==> src/sv/iba_pkg.sv <==
// Shared types and constants for the indexed block allocator.
// Holds opcode and status codes and the controller/datapath command and status structs.
// No dependencies.
package iba_pkg;

  localparam int BLOCK_COUNT_DEF = 16;
  localparam int MAX_FILES_DEF   = 8;
  localparam int ID_BITS_DEF     = 16;

  localparam int OP_W   = 3;
  localparam int ID_W   = 16;
  localparam int LEN_W  = 7;
  localparam int CHAR_W = 8;
  localparam int ST_W   = 3;
  localparam int BLK_W  = 6;
  localparam int CNT_W  = 7;

  typedef enum logic [OP_W-1:0] {
    OP_CREATE = 3'd0,
    OP_WRITE  = 3'd1,
    OP_READ   = 3'd2,
    OP_UPDATE = 3'd3,
    OP_DELETE = 3'd4
  } op_e;

  typedef enum logic [ST_W-1:0] {
    ST_OK        = 3'd0,
    ST_NO_SPACE  = 3'd1,
    ST_DUP       = 3'd2,
    ST_NOT_FOUND = 3'd3,
    ST_FULL      = 3'd4,
    ST_DISCARD   = 3'd5,
    ST_BUSY      = 3'd6
  } status_e;

  // source of the fields of an emitted result
  typedef enum logic [1:0] {
    EM_CODE  = 2'd0,
    EM_BEGIN = 2'd1,
    EM_WRITE = 2'd2,
    EM_READ  = 2'd3
  } emit_e;

  typedef struct packed {
    logic    cap;
    logic    cnt_clr;
    logic    cnt_inc;
    logic    srch;
    logic    alloc;
    logic    wr;
    logic    wr_fail;
    logic    bw;
    logic    bm_rd;
    logic    rd_data;
    logic    fr_apply;
    logic    del;
    logic    emit;
    emit_e   kind;
    status_e code;
  } iba_cmd_t;

  typedef struct packed {
    logic [OP_W-1:0]  op;
    logic             write_open;
    logic             hit;
    logic             free_hit;
    logic [CNT_W-1:0] cnt;
    logic             blk_free_now;
    logic [LEN_W-1:0] len_cur;
    logic             slot_full;
    logic             out_free;
  } iba_stat_t;

endpackage

==> src/sv/iba_dp.sv <==
// Datapath of the indexed block allocator: block and entry tables, the index
// list and data memories, the shared step counter and the result register.
// Depends on iba_pkg.
module iba_dp import iba_pkg::*; #(
  parameter int BLOCK_COUNT = BLOCK_COUNT_DEF,
  parameter int MAX_FILES   = MAX_FILES_DEF,
  parameter int ID_BITS     = ID_BITS_DEF
) (
  input  logic              clk_i,
  input  logic              rst_ni,
  input  logic [OP_W-1:0]   opcode_i,
  input  logic [ID_W-1:0]   file_id_i,
  input  logic [LEN_W-1:0]  length_i,
  input  logic [CHAR_W-1:0] data_char_i,
  input  iba_cmd_t          cmd_i,
  output iba_stat_t         stat_o,
  output logic              out_valid_o,
  input  logic              out_stall_i,
  output logic [ST_W-1:0]   status_o,
  output logic [CHAR_W-1:0] out_char_o,
  output logic [BLK_W-1:0]  block_index_o,
  output logic              last_o
);

  localparam int BW  = (BLOCK_COUNT > 1) ? $clog2(BLOCK_COUNT) : 1;
  localparam int EW  = (MAX_FILES > 1) ? $clog2(MAX_FILES) : 1;
  localparam int AW  = (MAX_FILES * BLOCK_COUNT > 1) ? $clog2(MAX_FILES * BLOCK_COUNT) : 1;
  localparam int IDW = (ID_BITS < ID_W) ? ID_BITS : ID_W;
  localparam logic [AW-1:0]    NB_A  = AW'(BLOCK_COUNT);
  localparam logic [CNT_W-1:0] NB_C  = CNT_W'(BLOCK_COUNT);
  localparam logic [LEN_W-1:0] NB_L  = LEN_W'(BLOCK_COUNT);

  logic [OP_W-1:0]   op_q;
  logic [IDW-1:0]    id_q;
  logic [LEN_W-1:0]  len_q;
  logic [CHAR_W-1:0] ch_q;

  logic [BLOCK_COUNT-1:0] block_free_q;
  logic [MAX_FILES-1:0]   entry_valid_q;
  logic [IDW-1:0]         entry_id_q  [MAX_FILES];
  logic [LEN_W-1:0]       entry_len_q [MAX_FILES];
  logic [LEN_W-1:0]       free_count_q;
  logic                   write_open_q;
  logic [EW-1:0]          write_entry_q;
  logic [LEN_W-1:0]       pending_q;

  logic [CNT_W-1:0] cnt_q;
  logic             hit_q, free_hit_q;
  logic [EW-1:0]    cur_e_q, free_e_q;

  logic [BW-1:0]     bm_mem [MAX_FILES * BLOCK_COUNT];
  logic [CHAR_W-1:0] dm_mem [BLOCK_COUNT];
  logic [BW-1:0]     bm_q;
  logic [CHAR_W-1:0] dm_q;

  logic              out_valid_q;
  logic [ST_W-1:0]   status_q;
  logic [CHAR_W-1:0] out_char_q;
  logic [BLK_W-1:0]  block_q;
  logic              last_q;

  logic [EW-1:0]    e_cnt;
  logic [BW-1:0]    b_cnt;
  logic [LEN_W-1:0] slot;
  logic [AW-1:0]    wr_addr, rd_addr;
  logic             out_free;
  status_e          bw_status;
  logic             rd_last;

  assign e_cnt    = cnt_q[EW-1:0];
  assign b_cnt    = cnt_q[BW-1:0];
  assign slot     = entry_len_q[write_entry_q];
  assign wr_addr  = AW'(write_entry_q) * NB_A + AW'(slot);
  assign rd_addr  = AW'(cur_e_q) * NB_A + AW'(cnt_q);
  assign out_free = !out_valid_q || !out_stall_i;
  assign rd_last  = (LEN_W'(cnt_q) + LEN_W'(1)) == entry_len_q[cur_e_q];

  always_comb begin
    if (len_q > free_count_q) begin
      bw_status = ST_NO_SPACE;
    end else begin
      bw_status = ST_OK;
    end
  end

  always_comb begin
    stat_o.op           = op_q;
    stat_o.write_open   = write_open_q;
    stat_o.hit          = hit_q;
    stat_o.free_hit     = free_hit_q;
    stat_o.cnt          = cnt_q;
    stat_o.blk_free_now = (cnt_q < NB_C) && block_free_q[b_cnt];
    stat_o.len_cur      = entry_len_q[cur_e_q];
    stat_o.slot_full    = slot >= NB_L;
    stat_o.out_free     = out_free;
  end

  // captured transaction
  always_ff @(posedge clk_i) begin
    if (cmd_i.cap) begin
      op_q  <= opcode_i;
      id_q  <= file_id_i[IDW-1:0];
      len_q <= length_i;
      ch_q  <= data_char_i;
    end
  end

  always_ff @(posedge clk_i or negedge rst_ni) begin
    if (!rst_ni) begin
      cnt_q      <= '0;
      hit_q      <= 1'b0;
      free_hit_q <= 1'b0;
    end else begin
      if (cmd_i.cap || cmd_i.cnt_clr) begin
        cnt_q <= '0;
      end else if (cmd_i.cnt_inc) begin
        cnt_q <= cnt_q + CNT_W'(1);
      end
      if (cmd_i.cap) begin
        hit_q      <= 1'b0;
        free_hit_q <= 1'b0;
      end else if (cmd_i.srch) begin
        if (entry_valid_q[e_cnt] && entry_id_q[e_cnt] == id_q) begin
          hit_q <= 1'b1;
        end
        if (!entry_valid_q[e_cnt] && !free_hit_q) begin
          free_hit_q <= 1'b1;
        end
      end
    end
  end

  always_ff @(posedge clk_i) begin
    if (cmd_i.srch) begin
      if (entry_valid_q[e_cnt] && entry_id_q[e_cnt] == id_q) begin
        cur_e_q <= e_cnt;
      end
      if (!entry_valid_q[e_cnt] && !free_hit_q) begin
        free_e_q <= e_cnt;
      end
    end else if (cmd_i.alloc) begin
      cur_e_q <= free_e_q;
    end
    if (cmd_i.alloc) begin
      entry_id_q[free_e_q] <= id_q;
    end
    if (cmd_i.bw) begin
      entry_len_q[cur_e_q] <= '0;
    end else if (cmd_i.wr) begin
      entry_len_q[write_entry_q] <= slot + LEN_W'(1);
    end
  end

  always_ff @(posedge clk_i or negedge rst_ni) begin
    if (!rst_ni) begin
      block_free_q  <= '1;
      entry_valid_q <= '0;
      free_count_q  <= NB_L;
      write_open_q  <= 1'b0;
      write_entry_q <= '0;
      pending_q     <= '0;
    end else begin
      if (cmd_i.alloc) begin
        entry_valid_q[free_e_q] <= 1'b1;
      end
      if (cmd_i.del) begin
        entry_valid_q[cur_e_q] <= 1'b0;
      end
      if (cmd_i.bw && len_q <= free_count_q && len_q != '0) begin
        free_count_q  <= free_count_q - len_q;
        write_open_q  <= 1'b1;
        write_entry_q <= cur_e_q;
        pending_q     <= len_q;
      end
      if (cmd_i.wr) begin
        block_free_q[b_cnt] <= 1'b0;
        if (pending_q != '0) begin
          pending_q <= pending_q - LEN_W'(1);
        end
        if (pending_q <= LEN_W'(1)) begin
          write_open_q <= 1'b0;
        end
      end
      if (cmd_i.wr_fail) begin
        write_open_q <= 1'b0;
        pending_q    <= '0;
      end
      if (cmd_i.fr_apply && !block_free_q[bm_q]) begin
        block_free_q[bm_q] <= 1'b1;
        free_count_q       <= free_count_q + LEN_W'(1);
      end
    end
  end

  // index list memory
  always_ff @(posedge clk_i) begin
    if (cmd_i.wr) begin
      bm_mem[wr_addr] <= b_cnt;
    end
  end

  always_ff @(posedge clk_i) begin
    if (cmd_i.bm_rd) begin
      bm_q <= bm_mem[rd_addr];
    end
  end

  // block data memory
  always_ff @(posedge clk_i) begin
    if (cmd_i.wr) begin
      dm_mem[b_cnt] <= ch_q;
    end
  end

  always_ff @(posedge clk_i) begin
    if (cmd_i.rd_data) begin
      dm_q <= dm_mem[bm_q];
    end
  end

  // result register
  always_ff @(posedge clk_i or negedge rst_ni) begin
    if (!rst_ni) begin
      out_valid_q <= 1'b0;
    end else if (cmd_i.emit) begin
      out_valid_q <= 1'b1;
    end else if (!out_stall_i) begin
      out_valid_q <= 1'b0;
    end
  end

  always_ff @(posedge clk_i) begin
    if (cmd_i.emit) begin
      case (cmd_i.kind)
        EM_BEGIN: begin
          status_q   <= bw_status;
          out_char_q <= '0;
          block_q    <= '0;
          last_q     <= 1'b1;
        end
        EM_WRITE: begin
          status_q   <= ST_OK;
          out_char_q <= '0;
          block_q    <= BLK_W'(b_cnt);
          last_q     <= 1'b1;
        end
        EM_READ: begin
          status_q   <= ST_OK;
          out_char_q <= dm_q;
          block_q    <= BLK_W'(bm_q);
          last_q     <= rd_last;
        end
        default: begin
          status_q   <= cmd_i.code;
          out_char_q <= '0;
          block_q    <= '0;
          last_q     <= 1'b1;
        end
      endcase
    end
  end

  assign out_valid_o   = out_valid_q;
  assign status_o      = status_q;
  assign out_char_o    = out_char_q;
  assign block_index_o = block_q;
  assign last_o        = last_q;

  a_free_count_range: assert property (@(posedge clk_i) disable iff (!rst_ni)
    free_count_q <= NB_L)
    else $error("free count above block count");

  a_open_has_pending: assert property (@(posedge clk_i) disable iff (!rst_ni)
    write_open_q |-> pending_q != '0)
    else $error("write open with nothing pending");

  a_emit_into_free: assert property (@(posedge clk_i) disable iff (!rst_ni)
    cmd_i.emit |-> out_free)
    else $error("result register overwritten");

  a_wr_needs_open: assert property (@(posedge clk_i) disable iff (!rst_ni)
    cmd_i.wr |-> write_open_q && block_free_q[b_cnt])
    else $error("char stored without open write or into used block");

endmodule

==> src/sv/iba_ctrl.sv <==
// Controller of the indexed block allocator: one-hot state machine that
// sequences searches, scans, reads and frees through datapath commands.
// Depends on iba_pkg.
module iba_ctrl import iba_pkg::*; #(
  parameter int BLOCK_COUNT = BLOCK_COUNT_DEF,
  parameter int MAX_FILES   = MAX_FILES_DEF
) (
  input  logic      clk_i,
  input  logic      rst_ni,
  input  logic      in_valid_i,
  output logic      in_stall_o,
  input  iba_stat_t stat_i,
  output iba_cmd_t  cmd_o
);

  localparam logic [CNT_W-1:0] NB_C   = CNT_W'(BLOCK_COUNT);
  localparam logic [CNT_W-1:0] LAST_E = CNT_W'(MAX_FILES - 1);

  typedef enum logic [11:0] {
    S_IDLE   = 12'b0000_0000_0001,
    S_DISP   = 12'b0000_0000_0010,
    S_SRCH   = 12'b0000_0000_0100,
    S_DECIDE = 12'b0000_0000_1000,
    S_SCAN   = 12'b0000_0001_0000,
    S_BEGIN  = 12'b0000_0010_0000,
    S_RA     = 12'b0000_0100_0000,
    S_RD     = 12'b0000_1000_0000,
    S_RE     = 12'b0001_0000_0000,
    S_FA     = 12'b0010_0000_0000,
    S_FP     = 12'b0100_0000_0000,
    S_DEL    = 12'b1000_0000_0000
  } state_e;

  state_e state_q, state_d;
  logic   rd_last;

  assign rd_last = (LEN_W'(stat_i.cnt) + LEN_W'(1)) == stat_i.len_cur;

  always_comb begin
    state_d = state_q;
    cmd_o   = '0;
    case (state_q)
      S_IDLE: begin
        if (in_valid_i) begin
          cmd_o.cap = 1'b1;
          state_d   = S_DISP;
        end
      end
      S_DISP: begin
        if (stat_i.op > OP_DELETE || (stat_i.op == OP_WRITE && !stat_i.write_open)) begin
          if (stat_i.out_free) begin
            cmd_o.emit = 1'b1;
            cmd_o.code = ST_DISCARD;
            state_d    = S_IDLE;
          end
        end else if (stat_i.op == OP_WRITE) begin
          state_d = S_SCAN;
        end else if (stat_i.write_open) begin
          if (stat_i.out_free) begin
            cmd_o.emit = 1'b1;
            cmd_o.code = ST_BUSY;
            state_d    = S_IDLE;
          end
        end else begin
          state_d = S_SRCH;
        end
      end
      S_SCAN: begin
        if (stat_i.slot_full || stat_i.cnt >= NB_C) begin
          if (stat_i.out_free) begin
            cmd_o.wr_fail = 1'b1;
            cmd_o.emit    = 1'b1;
            cmd_o.code    = ST_NO_SPACE;
            state_d       = S_IDLE;
          end
        end else if (stat_i.blk_free_now) begin
          if (stat_i.out_free) begin
            cmd_o.wr   = 1'b1;
            cmd_o.emit = 1'b1;
            cmd_o.kind = EM_WRITE;
            state_d    = S_IDLE;
          end
        end else begin
          cmd_o.cnt_inc = 1'b1;
        end
      end
      S_SRCH: begin
        cmd_o.srch    = 1'b1;
        cmd_o.cnt_inc = 1'b1;
        if (stat_i.cnt == LAST_E) begin
          state_d = S_DECIDE;
        end
      end
      S_DECIDE: begin
        cmd_o.cnt_clr = 1'b1;
        if (stat_i.op == OP_CREATE) begin
          if (stat_i.hit || !stat_i.free_hit) begin
            if (stat_i.out_free) begin
              cmd_o.emit = 1'b1;
              cmd_o.code = stat_i.hit ? ST_DUP : ST_FULL;
              state_d    = S_IDLE;
            end
          end else begin
            cmd_o.alloc = 1'b1;
            state_d     = S_BEGIN;
          end
        end else if (!stat_i.hit) begin
          if (stat_i.out_free) begin
            cmd_o.emit = 1'b1;
            cmd_o.code = ST_NOT_FOUND;
            state_d    = S_IDLE;
          end
        end else if (stat_i.op == OP_READ) begin
          if (stat_i.len_cur == '0) begin
            if (stat_i.out_free) begin
              cmd_o.emit = 1'b1;
              cmd_o.code = ST_OK;
              state_d    = S_IDLE;
            end
          end else begin
            state_d = S_RA;
          end
        end else begin
          state_d = S_FA;
        end
      end
      S_BEGIN: begin
        if (stat_i.out_free) begin
          cmd_o.bw   = 1'b1;
          cmd_o.emit = 1'b1;
          cmd_o.kind = EM_BEGIN;
          state_d    = S_IDLE;
        end
      end
      S_RA: begin
        cmd_o.bm_rd = 1'b1;
        state_d     = S_RD;
      end
      S_RD: begin
        cmd_o.rd_data = 1'b1;
        state_d       = S_RE;
      end
      S_RE: begin
        if (stat_i.out_free) begin
          cmd_o.emit    = 1'b1;
          cmd_o.kind    = EM_READ;
          cmd_o.cnt_inc = 1'b1;
          state_d       = rd_last ? S_IDLE : S_RA;
        end
      end
      S_FA: begin
        if (LEN_W'(stat_i.cnt) >= stat_i.len_cur) begin
          state_d = (stat_i.op == OP_UPDATE) ? S_BEGIN : S_DEL;
        end else begin
          cmd_o.bm_rd = 1'b1;
          state_d     = S_FP;
        end
      end
      S_FP: begin
        cmd_o.fr_apply = 1'b1;
        cmd_o.cnt_inc  = 1'b1;
        state_d        = S_FA;
      end
      S_DEL: begin
        if (stat_i.out_free) begin
          cmd_o.del  = 1'b1;
          cmd_o.emit = 1'b1;
          cmd_o.code = ST_OK;
          state_d    = S_IDLE;
        end
      end
      default: begin
        state_d = S_IDLE;
      end
    endcase
  end

  always_ff @(posedge clk_i or negedge rst_ni) begin
    if (!rst_ni) begin
      state_q <= S_IDLE;
    end else begin
      state_q <= state_d;
    end
  end

  assign in_stall_o = (state_q != S_IDLE);

  a_onehot_state: assert property (@(posedge clk_i) disable iff (!rst_ni)
    $onehot(state_q))
    else $error("state not one-hot");

  a_cap_only_idle: assert property (@(posedge clk_i) disable iff (!rst_ni)
    cmd_o.cap |=> state_q == S_DISP)
    else $error("capture did not dispatch");

  a_read_chain: assert property (@(posedge clk_i) disable iff (!rst_ni)
    state_q == S_RA |=> state_q == S_RD ##1 state_q == S_RE)
    else $error("read sequence broken");

endmodule

==> src/sv/indexed_block_allocator_top.sv <==
// Indexed block allocator, one transaction at a time; output stalls hold it up.
// A write char takes the lowest free block, found by a scan; other ops first search
// the whole file table. A read fetches each char's index, then its data, before its
// result; update/delete free the file's blocks one by one.
// A new transaction is taken while the last result waits in the output register.
// Reset (async, active low) frees every block, clears the file table, closes writes.
module indexed_block_allocator_top import iba_pkg::*; #(
  parameter int BLOCK_COUNT = BLOCK_COUNT_DEF,
  parameter int MAX_FILES   = MAX_FILES_DEF,
  parameter int ID_BITS     = ID_BITS_DEF
) (
  input  logic              clk_i,
  input  logic              rst_ni,
  input  logic              in_valid_i,
  output logic              in_stall_o,
  input  logic [OP_W-1:0]   opcode_i,
  input  logic [ID_W-1:0]   file_id_i,
  input  logic [LEN_W-1:0]  length_i,
  input  logic [CHAR_W-1:0] data_char_i,
  output logic              out_valid_o,
  input  logic              out_stall_i,
  output logic [ST_W-1:0]   status_o,
  output logic [CHAR_W-1:0] out_char_o,
  output logic [BLK_W-1:0]  block_index_o,
  output logic              last_o
);

  iba_cmd_t  cmd;
  iba_stat_t stat;

  iba_ctrl #(
    .BLOCK_COUNT(BLOCK_COUNT),
    .MAX_FILES  (MAX_FILES)
  ) u_ctrl (
    .clk_i     (clk_i),
    .rst_ni    (rst_ni),
    .in_valid_i(in_valid_i),
    .in_stall_o(in_stall_o),
    .stat_i    (stat),
    .cmd_o     (cmd)
  );

  iba_dp #(
    .BLOCK_COUNT(BLOCK_COUNT),
    .MAX_FILES  (MAX_FILES),
    .ID_BITS    (ID_BITS)
  ) u_dp (
    .clk_i        (clk_i),
    .rst_ni       (rst_ni),
    .opcode_i     (opcode_i),
    .file_id_i    (file_id_i),
    .length_i     (length_i),
    .data_char_i  (data_char_i),
    .cmd_i        (cmd),
    .stat_o       (stat),
    .out_valid_o  (out_valid_o),
    .out_stall_i  (out_stall_i),
    .status_o     (status_o),
    .out_char_o   (out_char_o),
    .block_index_o(block_index_o),
    .last_o       (last_o)
  );

endmodule

==> config.mk <==
export PLATFORM = sky130hd
export DESIGN_NAME = indexed_block_allocator_top
export DESIGN_NICKNAME = d
export VERILOG_FILES = /design/src/sv/iba_pkg.sv /design/src/sv/iba_dp.sv /design/src/sv/iba_ctrl.sv /design/src/sv/indexed_block_allocator_top.sv
export SDC_FILE = /design/constraint.sdc
export NUM_CORES = 1
export LEC_CHECK = 0
export BUFFER_PORTS_ARGS = -buffer_cell sky130_fd_sc_hd__buf_2
export CAP_MARGIN = 20
export CELL_PAD_IN_SITES_DETAIL_PLACEMENT = 0
export CELL_PAD_IN_SITES_GLOBAL_PLACEMENT = 1
export CORE_AREA = 2 2 272 274
export CTS_BUF_LIST = sky130_fd_sc_hd__clkbuf_16
export DETAILED_ROUTE_END_ITERATION = 8
export DIE_AREA = 0 0 274 276
export PLACE_DENSITY_LB_ADDON = 0.1
export SYNTH_ARGS = -nofsm -noshare
export SYNTH_HDL_FRONTEND = slang
export SYNTH_SLANG_ARGS = --single-unit
==> constraint.sdc <==
create_clock -name clk_i -period 6.8 [get_ports clk_i]
set_input_delay 0.68 -clock clk_i [delete_from_list [all_inputs] [get_ports clk_i]]
set_output_delay 0.68 -clock clk_i [all_outputs]
set_load 0.005 [all_outputs]
Word level (Yosys, flattened, before mapping) --
Memories as Yosys holds them, arrays and structs flattened. A register that Yosys moved wholly into a read port is not among the register bits. Cells that the tools add are included.
Storage, ports and cells: output and inout bits 20, bits in latches 0, RAM bits 824, flip-flop bits (word level) 122, memories 4, input bits 38, memory bits (read-only) 0, word-level logic and storage cells 248
Memories:
- u_dp.bm_mem | depth 128, bits a word 4, rd ports 1, clocked after Yosys merged registers in 1, wr ports 1, line iba_dp.sv:51 | logic [BW-1:0] bm_mem [MAX_FILES * BLOCK_COUNT];
- u_dp.dm_mem | depth 16, bits a word 8, rd ports 1, clocked after Yosys merged registers in 1, wr ports 1, line iba_dp.sv:52 | logic [CHAR_W-1:0] dm_mem [BLOCK_COUNT];
- u_dp.entry_id_q | depth 8, bits a word 16, rd ports 1, clocked after Yosys merged registers in 0, wr ports 1, line iba_dp.sv:40 | logic [IDW-1:0] entry_id_q [MAX_FILES];
- u_dp.entry_len_q | depth 8, bits a word 7, rd ports 2, clocked after Yosys merged registers in 1, wr ports 1, line iba_dp.sv:41 | logic [LEN_W-1:0] entry_len_q [MAX_FILES];
Cells by class: equal/unequal tests 28, divide/modulo/power cells 0, bitwise gates (word level) 6, order comparisons 17, reduce and logical (&&, ||, !) cells 41, shift-type cells 0, $mul 0, add/subtract/negate cells 7, muxes and demuxes 124
Operators with widths (number):
- $mux 12 | 16
- $pmux 12 s11 | 1
- $mux 7 | 10
- $mux 1 | 58
- $mux 3 | 16
- $mux 16 | 2
- $add 7x1->7 const B | 3
- $and 16x16->16 | 1
- $eq 16x16->1 | 1
- $mux 8 | 2
- $not 16->16 | 1
- $or 16x16->16 | 1
- $add 7x7->7 | 2
- $ge 7x5->1 const B | 2
- $reduce_bool 7->1 | 2
- $eq 12x1->1 const B | 1
- $eq 12x10->1 const B | 1
- $eq 12x11->1 const B | 1
- $eq 12x12->1 const B | 1
- $eq 12x2->1 const B | 1
- $eq 12x3->1 const B | 1
- $eq 12x4->1 const B | 1
- $eq 12x5->1 const B | 1
- $eq 12x6->1 const B | 1
- 50 further kinds | 96

Depth between registers and ports, before layout --
Gate-level depths: netlist (run 1).
word-level depth 11, mapped depth 14, gate-level depth less buffers 11

By module --
Synthesis (run 1) repeated with hierarchy kept, for this count alone.
Second synthesis, totals: cells, all modules 2163, area total of the unflattened synthesis 40237.3 µm²
Modules (own cells, without submodules):
- iba_dp | sequential area each 28168.3 µm², area an instance 38474.4 µm², instances 1, cells each 1936
- iba_ctrl | sequential area each 301.5 µm², area an instance 1762.9 µm², instances 1, cells each 227

Worst setup path after synthesis (run 1) --
No wires, ideal clock.
path type reg-to-reg, start point reg u_dp.cnt_q[1], end point reg u_dp.bm_q[0] (read register of u_dp.bm_mem), data pin, buffers on the path 4, data arrival time 4622 ps, required time 6540 ps, stages on the path, launching flop included 9, clock period less this slack 4882 ps, path slack 1918 ps, setup time 260 ps, cell sequence dfrtp_1 buf_2 buf_2 buf_1 clkbuf_1 mux4_2 mux4_2 mux4_2 mux2_2
On the way: longest elaborated chain between the ends 3, elaborated cells on any way between the ends 4, classes of those cells add/sub (1); order compare (1); mux (2)
RTL lines:
- from (decl) | line iba_dp.sv:47 | logic [CNT_W-1:0] cnt_q;
- from (signal assigned) | line iba_dp.sv:117 | cnt_q <= cnt_q + CNT_W'(1);
- $ge 7x7->1 | line iba_ctrl.sv:152 | if (LEN_W'(stat_i.cnt) >= stat_i.len_cur) begin
- $mux 1 | line iba_ctrl.sv:152
- $pmux 1 s2 | line iba_ctrl.sv:42 | case (state_q)
- to (decl) | line iba_dp.sv:53 | logic [BW-1:0] bm_q;
Several ways; a longest one is shown, not always the timed one. A chain may end at the register's enable or synchronous reset.

Final worst setup path (run 1) --
start point reg u_dp.write_entry_q[0], end point mem u_dp.bm_mem[44][3] in the netlist's numbering (enable)
On the way: longest elaborated chain between the ends 7, elaborated cells on any way between the ends 8, classes of those cells add/sub (1); order compare (1); mux (4); reduce/logical (1); memory (1)
RTL lines:
- from (decl) | line iba_dp.sv:44 | logic [EW-1:0] write_entry_q;
- from (signal assigned) | line iba_dp.sv:172 | write_entry_q <= cur_e_q;
- $mem_v2 8x7
- $ge 7x5->1 | line iba_dp.sv:94 | stat_o.slot_full = slot >= NB_L;
- $logic_or 1x1->1 | line iba_ctrl.sv:69 | if (stat_i.slot_full || stat_i.cnt >= NB_C) begin
- $mux 1 | line iba_ctrl.sv:69
- $mux 2 | line iba_ctrl.sv:42
- $mux 1 | line iba_dp.sv:197 | if (cmd_i.wr) begin
- $mux 1 (not written as such) | line iba_dp.sv:198 | bm_mem[wr_addr] <= b_cnt;
- to (decl) | line iba_dp.sv:51
Several ways; a longest one is shown, not always the timed one.

==> results of run 1 <==
[per-stage QoR]
| step | cells | util | cell area, sq um |
|---|---|---|---|
| 3_3_place_gp | 3050 | 0.5643 | 40960 |
| 6_report | 3235 | 0.6088 | 44190 |
| 4_1_cts | 3233 | 0.6081 | 44140 |
| 2_1_floorplan | 2105 | - | 39620 |
| 5_1_grt | 3235 | 0.6088 | 44190 |
| 3_5_place_dp | 3052 | 0.5651 | 41020 |
[registers in the layout (all words and copies together), names as in the netlist, 4 cells and up, named ones only]
signal	count
u_dp.bm_mem	512
u_dp.dm_mem	128
u_dp.entry_id_q	128
u_dp.entry_len_q	56
u_dp.block_free_q	16
u_dp.id_q	16
u_ctrl.state_q	12
u_dp.ch_q	8
u_dp.dm_q	8
u_dp.entry_valid_q	8
u_dp.out_char_o	8
u_dp.cnt_q	7
u_dp.free_count_q	7
u_dp.len_q	7
u_dp.pending_q	7
u_dp.block_index_o	4
u_dp.bm_q	4
[layout make-up]
type / count / share of cell area
Inverter: 48 / 0.004077
Tap cell: 959 / 0.02715
Timing Repair Buffer: 90 / 0.01467
Clock buffer: 96 / 0.05437
Clock inverter: 85 / 0.01634
Multi-Input combinational cell: 998 / 0.2388
Sequential cell: 959 / 0.6446
[report_power, final]
part           internal (mW)  switching [mW]  total, mW
clock                   2.93            2.22       5.15
combinational           1.33            1.51       2.84
sequential              7.02           0.312       7.33
total                   11.3            4.04       15.3
[logic make-up (layout without fill, tap and decap cells)]
group,count (synthesis),after routing,share of synthesized area
buffers and inverters,148,319,0.01686
other,1,18,0.00009480
multiplexers,315,315,0.1686
XOR/XNOR,41,41,0.009078
AND/OR/NAND/NOR,452,452,0.05314
AO/OA/AOI/OAI,144,144,0.02309
flip-flops,959,959,0.7197
adder cells (fa/ha/maj),28,28,0.009426
[per-layer routing]
| layer | up-vias | wire, um |
|---|---|---|
| met4 | 2 | 1662 |
| li1 | 8631 | - |
| met5 | - | 12 |
| met2 | 584 | 41910 |
| met1 | 10410 | 36970 |
| met3 | 112 | 4591 |
[synth_stat cells (all sizes together) (18+ instances only)]
library cell / count
a21oi: 27
and2: 26
buf: 48
clkbuf: 52
dfrtp: 46
dfstp: 18
edfxtp: 892
ha: 25
inv: 47
mux2i: 25
mux4: 280
nand2: 99
nand3: 21
nor2: 195
nor3: 22
o21ai: 48
xnor2: 33
[worst paths after layout]
| kind | depth (start not counted) | startpoint | end |
|---|---|---|---|
| max in group asynchronous | 2 | rst_ni | u_dp.cnt_q[0] |
| setup / recovery | 8 | u_dp.write_entry_q[0] | u_dp.bm_mem[44][3] |
| setup reg to reg | 8 | u_dp.write_entry_q[0] | u_dp.bm_mem[44][3] |
| hold / removal | 1 | length_i[4] | u_dp.len_q[4] |
| min in group asynchronous | 2 | rst_ni | u_dp.free_count_q[0] |
| hold reg to reg | 2 | u_dp.block_free_q[4] | u_dp.block_free_q[4] |
[critical path: stages (launching register included)]
cell and delay [ps]:
dfrtp_1 590, buf_16 210, mux4_2 520, nor4_1 280, o211ai_1 230, nand3b_1 280, nor2_1 580, nand2_1 870
nor2_1 580
[placed cells by master (no fill, tap or decap), types with 28 or more instances in the layout]
cell type / synthesis / layout
nand2_1: 98 / 98
mux4_2: 280 / 280
inv_1: 46 / 69
buf_2: 19 / 55
clkbuf_16: 0 / 96
edfxtp_1: 892 / 892
nor2_1: 195 / 194
o21ai_0: 47 / 46
dfrtp_1: 46 / 42
buf_4: 7 / 28
xnor2_1: 33 / 33
==> run_results.csv, run 1 <==
group,metric,value,unit
routing,drt_iter0_drc,1856,
cts,clkTransAtPathRegs,60,ps
pwr,power.total,15.32,mW
grt,top_usage_layer,"met2",
floorplanning,die-area,0.07562,sq mm
run,drv_cap,0,
grt,grt_remaining_overflow,0,
placement,place_hpwl,52890,um
setup_path,rrSetupSlack,2280,ps
routing,vias_per_cell,6.101,
synthesis,synthArstFlopShare,0.06674,
cells_and_area,register_area,0.02848,sq mm
setup_path,arrival,4820,ps
grt,use_met1,0.3389,
sta,max_freq,0.2215,GHz
synthesis,yosysTopAreaCell,"edfxtp_1",
status,outcome,"finished, final reports clean",
sta,finClkSkew,15.20,ps
synthesis,syn_area_per_cell,18.94,sq um
routing,wire_per_inst,26.32,um
setup_path,path_max_fanout,16,
floorplanning,fp.dieW,274,um
synthesis,yosys-top-cells-area,"edfxtp_1, mux4_2, dfrtp_1",
sta,fin_setup_tns,0,ps
setup_path,critPathLaunchType,"flip-flop",
cts,cts_setup_buffers,0,
pwr,p_leak,14.16,nW
grt,grt_pass1_vias,20240,
cells_and_area,drive_gt1_frac,0.2518,
sta,rsz0062_at_grt,"no",
routing,finalWirelength,85150,um
floorplanning,initial_core_util,0.5450,
sta,setup_violations,0,
sta,slew_headroom,0.2270,
pwr,peakVddDrop,0.2835,mV
synthesis,synth-seq-cells,959,
placement,gp_congestion,0.8324,
floorplanning,io_pins,58,
routing,vias,19740,
sta,final_hold_viol_count,0,
setup_path,crit_required,7110,ps
routing,post-route-drc-count,0,
cts,numCtsBuffers,96,
cells_and_area,areaGrowthSynthToFinish,11.71,%
setup_path,end_kind,"flip-flop",
grt,antenna_found_initial,1,
synthesis,synth_area,0.03956,sq mm
cells_and_area,multi_input_area,0.01055,sq mm
synthesis,synth.top_cell.area_share,0.6771,
synthesis,ys_seq_area_frac,0.7197,
floorplanning,core_area,0.07259,sq mm
cells_and_area,diodes,0,
sta,final.min_clock_period,4515,ps
synthesis,netlist_instances,2088,
synthesis,synth_top_flop_cell,"edfxtp_1",
cells_and_area,final_nets,2259,
min_path,hold_path.class,"in2reg",
cts,cts_root_buf,"clkbuf_16",
sta,drv_slew,0,
placement,pre_cts_slack,1900,ps
sta,finalCritPeriodShare,0.6640,
sta,worst_pin_slew,1155,ps
cts,cts_num_sinks,959,
cts,cts_tree,"yes",
floorplanning,die_h,276,um
grt,grt_use_met2,0.3630,
grt,grt_pass1_wl,128600,um
setup_path,path_class,"reg2reg",
pwr,power.density,346.7,mW/mm^2
routing,antenna_left,0,
floorplanning,fp-row-count,99,
cts,clk_latency,660,ps
sta,layout_setup_ws,2285,ps
grt,grt_max_degree,167,
synthesis,ys_warn_count,0,
grt,met3_usage,0.03491,
cts,h-tree-depth,3,
cts,hold_buffers,0,
grt,grt_usage,0.2290,
placement,io_buffers,55,
synthesis,synth_edf_count,892,
cells_and_area,fillers,5253,
routing,firstDrtPassIters,5,
sta,hold_slack,192.7,ps
cts,cts.path.max_buffers,3,
synthesis,synth_cell_types,73,
cts,cts.repair.resized,0,
Note: power is estimated with default switching activity, not from simulation.
==> run 2, diff against run 1 <==
--- a/config.mk
+++ b/config.mk
@@ -9,10 +9,10 @@
 export CAP_MARGIN = 20
 export CELL_PAD_IN_SITES_DETAIL_PLACEMENT = 0
 export CELL_PAD_IN_SITES_GLOBAL_PLACEMENT = 1
-export CORE_AREA = 2 2 272 274
+export CORE_AREA = 2 2 285 287
 export CTS_BUF_LIST = sky130_fd_sc_hd__clkbuf_16
 export DETAILED_ROUTE_END_ITERATION = 8
-export DIE_AREA = 0 0 274 276
+export DIE_AREA = 0 0 287 289
 export PLACE_DENSITY_LB_ADDON = 0.1
 export SYNTH_ARGS = -nofsm -noshare
 export SYNTH_HDL_FRONTEND = slang
==> constraint.sdc (replaced) <==
create_clock -name clk_i -period 4.1 [get_ports clk_i]
set_input_delay 0.41 -clock clk_i [delete_from_list [all_inputs] [get_ports clk_i]]
set_output_delay 0.41 -clock clk_i [all_outputs]
set_load 0.005 [all_outputs]
==> run 2 against run 1 <==
Effect of this change: sequential share of layout area shrank 1.7 points; clock-buffer cell count rose by 4; non-clock buffer count grew 115; sequential power increased by 64%; highest routed layer is now met4; critical path type unchanged.
==> run_results.csv, run 2 (same netlist as run 1, synthesis figures left out) <==
group,metric,value,unit
sta,worst_pin_slew,890.7,ps
setup_path,path_max_fanout,8,
cells_and_area,drive_gt1_frac,0.2728,
sta,final_hold_viol_count,0,
setup_path,reg2reg_from,"u_dp.write_entry_q[0]",
sta,slew_headroom,0.4007,
floorplanning,initial_core_util,0.4951,
grt,grt_pass1_wl,132100,um
setup_path,critPathSlowestCell,"mux4_2",
cts,numCtsBuffers,98,
setup_path,cp_common_cell,"nand2_1",
cells_and_area,final_cell_mix,"edfxtp_1, mux4_2, nor2_1",
sta,drv_slew,0,
cts,cts_num_sinks,959,
routing,wire_per_inst,25.29,um
routing,firstDrtPassIters,5,
sta,setup_violations,0,
routing,post-route-drc-count,0,
cts,cts.path.max_buffers,3,
setup_path,critPathLaunchType,"flip-flop",
pwr,power.density,571.6,mW/mm^2
cts,clk_latency,670,ps
floorplanning,fp.dieW,287,um
grt,antenna_found_initial,0,
routing,finalWirelength,87350,um
min_path,hold_start,"out_stall_i",
grt,grt_max_degree,106,
placement,gp_congestion,0.8429,
placement,pre_cts_slack,189.3,ps
min_path,hold_path.class,"in2reg",
cts,h-tree-depth,3,
sta,max_freq,0.2663,GHz
setup_path,crit_required,4400,ps
sta,rsz0062_at_grt,"no",
cells_and_area,diodes,0,
setup_path,path_class,"reg2reg",
cells_and_area,mostFrequentLayoutCell,"edfxtp_1",
routing,vias_per_cell,5.795,
pwr,power.total,25.95,mW
grt,grt_remaining_overflow,0,
placement,io_buffers,55,
cells_and_area,largest_registers,"u_dp.bm_mem x512, u_dp.dm_mem x128, u_dp.entry_id_q x128",
routing,antenna_left,0,
placement,place_hpwl,56350,um
cts,clkTransAtPathRegs,60,ps
cts,cts_tree,"yes",
grt,grt_pass1_vias,20970,
sta,layout_setup_ws,344.4,ps
routing,vias,20020,
sta,finClkSkew,41.10,ps
setup_path,arrival,4060,ps
sta,final.min_clock_period,3756,ps
cells_and_area,regMostFlops,"u_dp.bm_mem",
routing,drt_iter0_drc,1748,
floorplanning,fp-row-count,104,
sta,fin_setup_tns,0,ps
cells_and_area,stdcell_count,3454,
setup_path,crit_start,"u_dp.write_entry_q[0]",
run,drv_cap,0,
placement,dp.cells,3234,
setup_path,cpPeakStageDelay,570,ps
cts,cts_root_buf,"clkbuf_16",
cells_and_area,largest_register_ffs,512,
cells_and_area,final_nets,2376,
setup_path,path_delay_family,"simple AND/OR/NAND/NOR gates",
setup_path,path_cells,"mux4_2 -> nand2_1 -> nand2_1 -> ha_1 -> fa_1 -> xor2_1 -> and2_1 -> nand2_1 -> nor2_1",
floorplanning,die_h,289,um
grt,grt_usage,0.2153,
pwr,p_leak,14.74,nW
cells_and_area,fillers,6056,
setup_path,end_kind,"flip-flop",
setup_path,crit_buf_inv,0,
sta,finalCritPeriodShare,0.9160,
floorplanning,die-area,0.08294,sq mm
floorplanning,io_pins,58,
floorplanning,core_area,0.07990,sq mm
pwr,peakVddDrop,0.5105,mV
cells_and_area,areaGrowthSynthToFinish,14.77,%
status,outcome,"finished, final reports clean",
run 2: through the flow:
stage | util | hold WS (ps) | cell area, sq um
after floorplan | - | 114.4 | 39630
after global placement | 0.5232 | 460.2 | 41800
after detailed placement | 0.5232 | 463.6 | 41800
after CTS | 0.5679 | 66.95 | 45370
after global routing | 0.5682 | 117.2 | 45400
final | 0.5682 | 82.63 | 45400
run 2: final cells by class:
class	instances	area (sq um)	share of cell area
Tap cell	1060	1326	0.02921
Multi-Input combinational cell	998	10540	0.2321
Sequential cell	959	28480	0.6275
Inverter	48	180.2	0.003969
Clock buffer	100	2502	0.05512
Clock inverter	84	715.7	0.01576
Timing Repair Buffer	205	1652	0.03638
run 2: worst paths after layout:
check,slack [ps],depth (start not counted),to
max,340,9,u_dp.bm_mem[105][1]
min,80,3,u_dp.out_valid_o
max reg2reg,340,9,u_dp.bm_mem[105][1]
min reg2reg,480,2,u_dp.block_free_q[4]
max in group asynchronous,3040,3,u_dp.cnt_q[3]
min in group asynchronous,510,2,u_dp.block_free_q[10]
run 2: power by group:
group	switching [mW]	total, mW	leakage [nW]	internal [mW]
registers	0.414	12.0	8.78	11.6
logic	2.68	5.13	4.34	2.45
clock network	3.75	8.78	1.63	5.03
total	6.85	25.9	14.7	19.1
run 2: worst min-delay path: stages:
cell and delay, ps:
buf_2 100, nand2_1 110, nand3_1 90
run 2: metal layers:
metal	wire, um	GRT usage
met5	0	0
met4	2042	0.06458
met3	4206	0.02992
met2	43130	0.3493
met1	37980	0.3080
run 2: what timing repair did:
item	CTS	global route
hold buffers	35	0
endpoints found under the setup margin	0	4
resized for setup	0	1
buffers inserted	0	0
endpoints found under the hold margin	49	0
==> run 3, diff against run 2 <==
--- a/config.mk
+++ b/config.mk
@@ -9,10 +9,10 @@
 export CAP_MARGIN = 20
 export CELL_PAD_IN_SITES_DETAIL_PLACEMENT = 0
 export CELL_PAD_IN_SITES_GLOBAL_PLACEMENT = 1
-export CORE_AREA = 2 2 285 287
+export CORE_AREA = 2 2 307 309
 export CTS_BUF_LIST = sky130_fd_sc_hd__clkbuf_16
 export DETAILED_ROUTE_END_ITERATION = 8
-export DIE_AREA = 0 0 287 289
+export DIE_AREA = 0 0 309 311
 export PLACE_DENSITY_LB_ADDON = 0.1
 export SYNTH_ARGS = -nofsm -noshare
 export SYNTH_HDL_FRONTEND = slang
==> run 3 against run 2 <==
Effect of this change: critical path depth is the same; sequential power is essentially flat; hold slack lost 26 ps; first-iteration DRC count shrank 1.5%; critical path type unchanged; highest routed layer unchanged.
==> run_results.csv, run 3 (same netlist as run 1, synthesis figures left out) <==
group,metric,value,unit
cells_and_area,areaGrowthSynthToFinish,15.40,%
setup_path,crit_required,4420,ps
cts,cts_root_buf,"clkbuf_16",
routing,wire_per_inst,25.51,um
setup_path,critPathLaunchType,"flip-flop",
min_path,min_path_cells,3,
min_path,hold_start,"out_stall_i",
routing,drt_iter0_drc,1722,
sta,slew_headroom,0.3392,
sta,setup_violations,0,
placement,io_buffers,55,
cells_and_area,postLayoutCellArea,0.04565,sq mm
grt,antenna_found_initial,1,
placement,place_area,0.04200,sq mm
status,outcome,"finished, final reports clean",
setup_path,path_class,"reg2reg",
floorplanning,initial_core_util,0.4264,
grt,grt_pass1_wl,140100,um
floorplanning,fp.dieW,309,um
cts,cts.path.max_buffers,3,
cells_and_area,utilization,0.4921,
cells_and_area,largest_register_ffs,512,
sta,final_hold_viol_count,0,
grt,grt_remaining_overflow,0,
setup_path,arrival,4140,ps
cells_and_area,largest_registers,"u_dp.bm_mem x512, u_dp.dm_mem x128, u_dp.entry_id_q x128",
setup_path,path_max_fanout,8,
floorplanning,core_area,0.09277,sq mm
sta,drv_slew,0,
pwr,p_leak,14.80,nW
sta,worst_pin_slew,987.6,ps
placement,place_hpwl,58420,um
setup_path,rr_endpoint,"u_dp.bm_mem[121][3]",
grt,grt_usage,0.1966,
sta,rsz0062_at_grt,"yes",
routing,post-route-drc-count,0,
pwr,peakVddDrop,0.3368,mV
min_path,hold_path.class,"in2reg",
grt,grt_pass1_vias,21090,
run,drv_cap,0,
setup_path,reg2reg_from,"u_dp.write_entry_q[0]",
sta,final.min_clock_period,3819,ps
floorplanning,fp-row-count,112,
min_path,holdPathEnd,"u_dp.out_valid_o",
floorplanning,io_pins,58,
cts,clk_latency,670,ps
cts,clkTransAtPathRegs,60,ps
grt,grt_max_degree,110,
sta,max_freq,0.2618,GHz
cells_and_area,final_nets,2371,
setup_path,rrSetupSlack,280,ps
setup_path,worst_r2r_path_depth,9,
routing,vias,20100,
setup_path,end_kind,"flip-flop",
routing,antenna_left,0,
cells_and_area,mostFrequentLayoutCell,"edfxtp_1",
cells_and_area,final_cell_mix,"edfxtp_1, mux4_2, nor2_1",
routing,finalWirelength,93010,um
floorplanning,die-area,0.09610,sq mm
placement,gp_congestion,0.7926,
floorplanning,die_h,311,um
routing,firstDrtPassIters,5,
cts,h-tree-depth,3,
cts,numCtsBuffers,102,
cts,cts_tree,"yes",
routing,vias_per_cell,5.513,
sta,finalCritPeriodShare,0.9315,
cts,cts.repair.resized,0,
sta,finClkSkew,27.25,ps
pwr,power.density,573.3,mW/mm^2
cells_and_area,drive_gt1_frac,0.2681,
sta,hold_slack,56.46,ps
cts,cts_num_sinks,959,
cells_and_area,regMostFlops,"u_dp.bm_mem",
-- run 3: what timing repair did --
item / CTS / global route
hold buffers: 35 / 0
setup buffers: 0 / 0
setup endpoints to repair: 0 / 4
hold endpoints to repair: 57 / 0
-- run 3: area by class of cell --
cell class,instances,area (sq um)
Fill cell,7720,47120
Sequential cell,959,28480
Multi-Input combinational cell,998,10530
Clock buffer,104,2603
Timing Repair Buffer,196,1622
Tap cell,1254,1569
Clock inverter,86,655.6
Inverter,48,180.2
Antenna cell,1,2.502
-- run 3: worst max-delay path, stage by stage, from the launching register on --
cell     delay, ps
dfrtp_1        550
mux4_2         570
nand2_1         80
nand2_1        120
ha_1           220
fa_1           400
xor2_1         390
and2_1         400
nand2_1        330
nor2_1         410
-- run 3: power by group --
| group | total, mW | internal, mW | switching [mW] | leakage, nW |
|---|---|---|---|---|
| clock | 8.98 | 5.21 | 3.78 | 1.70 |
| combinational | 5.17 | 2.37 | 2.80 | 4.32 |
| sequential | 12.0 | 11.6 | 0.387 | 8.78 |
-- run 3: worst max-delay path by stage --
stage                                startpoint                     to  slack [ps]  cells after the start
after floorplan              u_ctrl.state_q[10]  u_dp.entry_id_q[2][0]         140                      5
after CTS                 u_dp.write_entry_q[0]    u_dp.bm_mem[121][3]         120                      9
after detailed placement  u_dp.write_entry_q[0]    u_dp.bm_mem[121][2]         110                      9
after global routing      u_dp.write_entry_q[0]     u_dp.bm_mem[79][2]         -10                     10
final                     u_dp.write_entry_q[0]    u_dp.bm_mem[121][3]         280                      9
after global placement    u_dp.write_entry_q[0]     u_dp.bm_mem[95][2]         170                     10
-- run 3: per-stage QoR --
stage	power [mW]	setup WS [ps]	cells	setup TNS, ps
floorplan	15.66	141.9	2105	0
detailed placement	17.51	114.5	3418	0
CTS	26.55	118.7	3643	0
global placement	17.48	169.2	3418	0
global route	27.22	-9.961	3645	-34.76
finish	26.17	280.8	3646	0
-- run 3: layer usage --
metal	vias to the layer above	wire, um	global-route usage
met4	0	1722	0.04865
met2	482	46750	0.3258
met1	10650	41110	0.2763
met3	109	3423	0.02636
met5	-	0	0
li1	8864	-	-
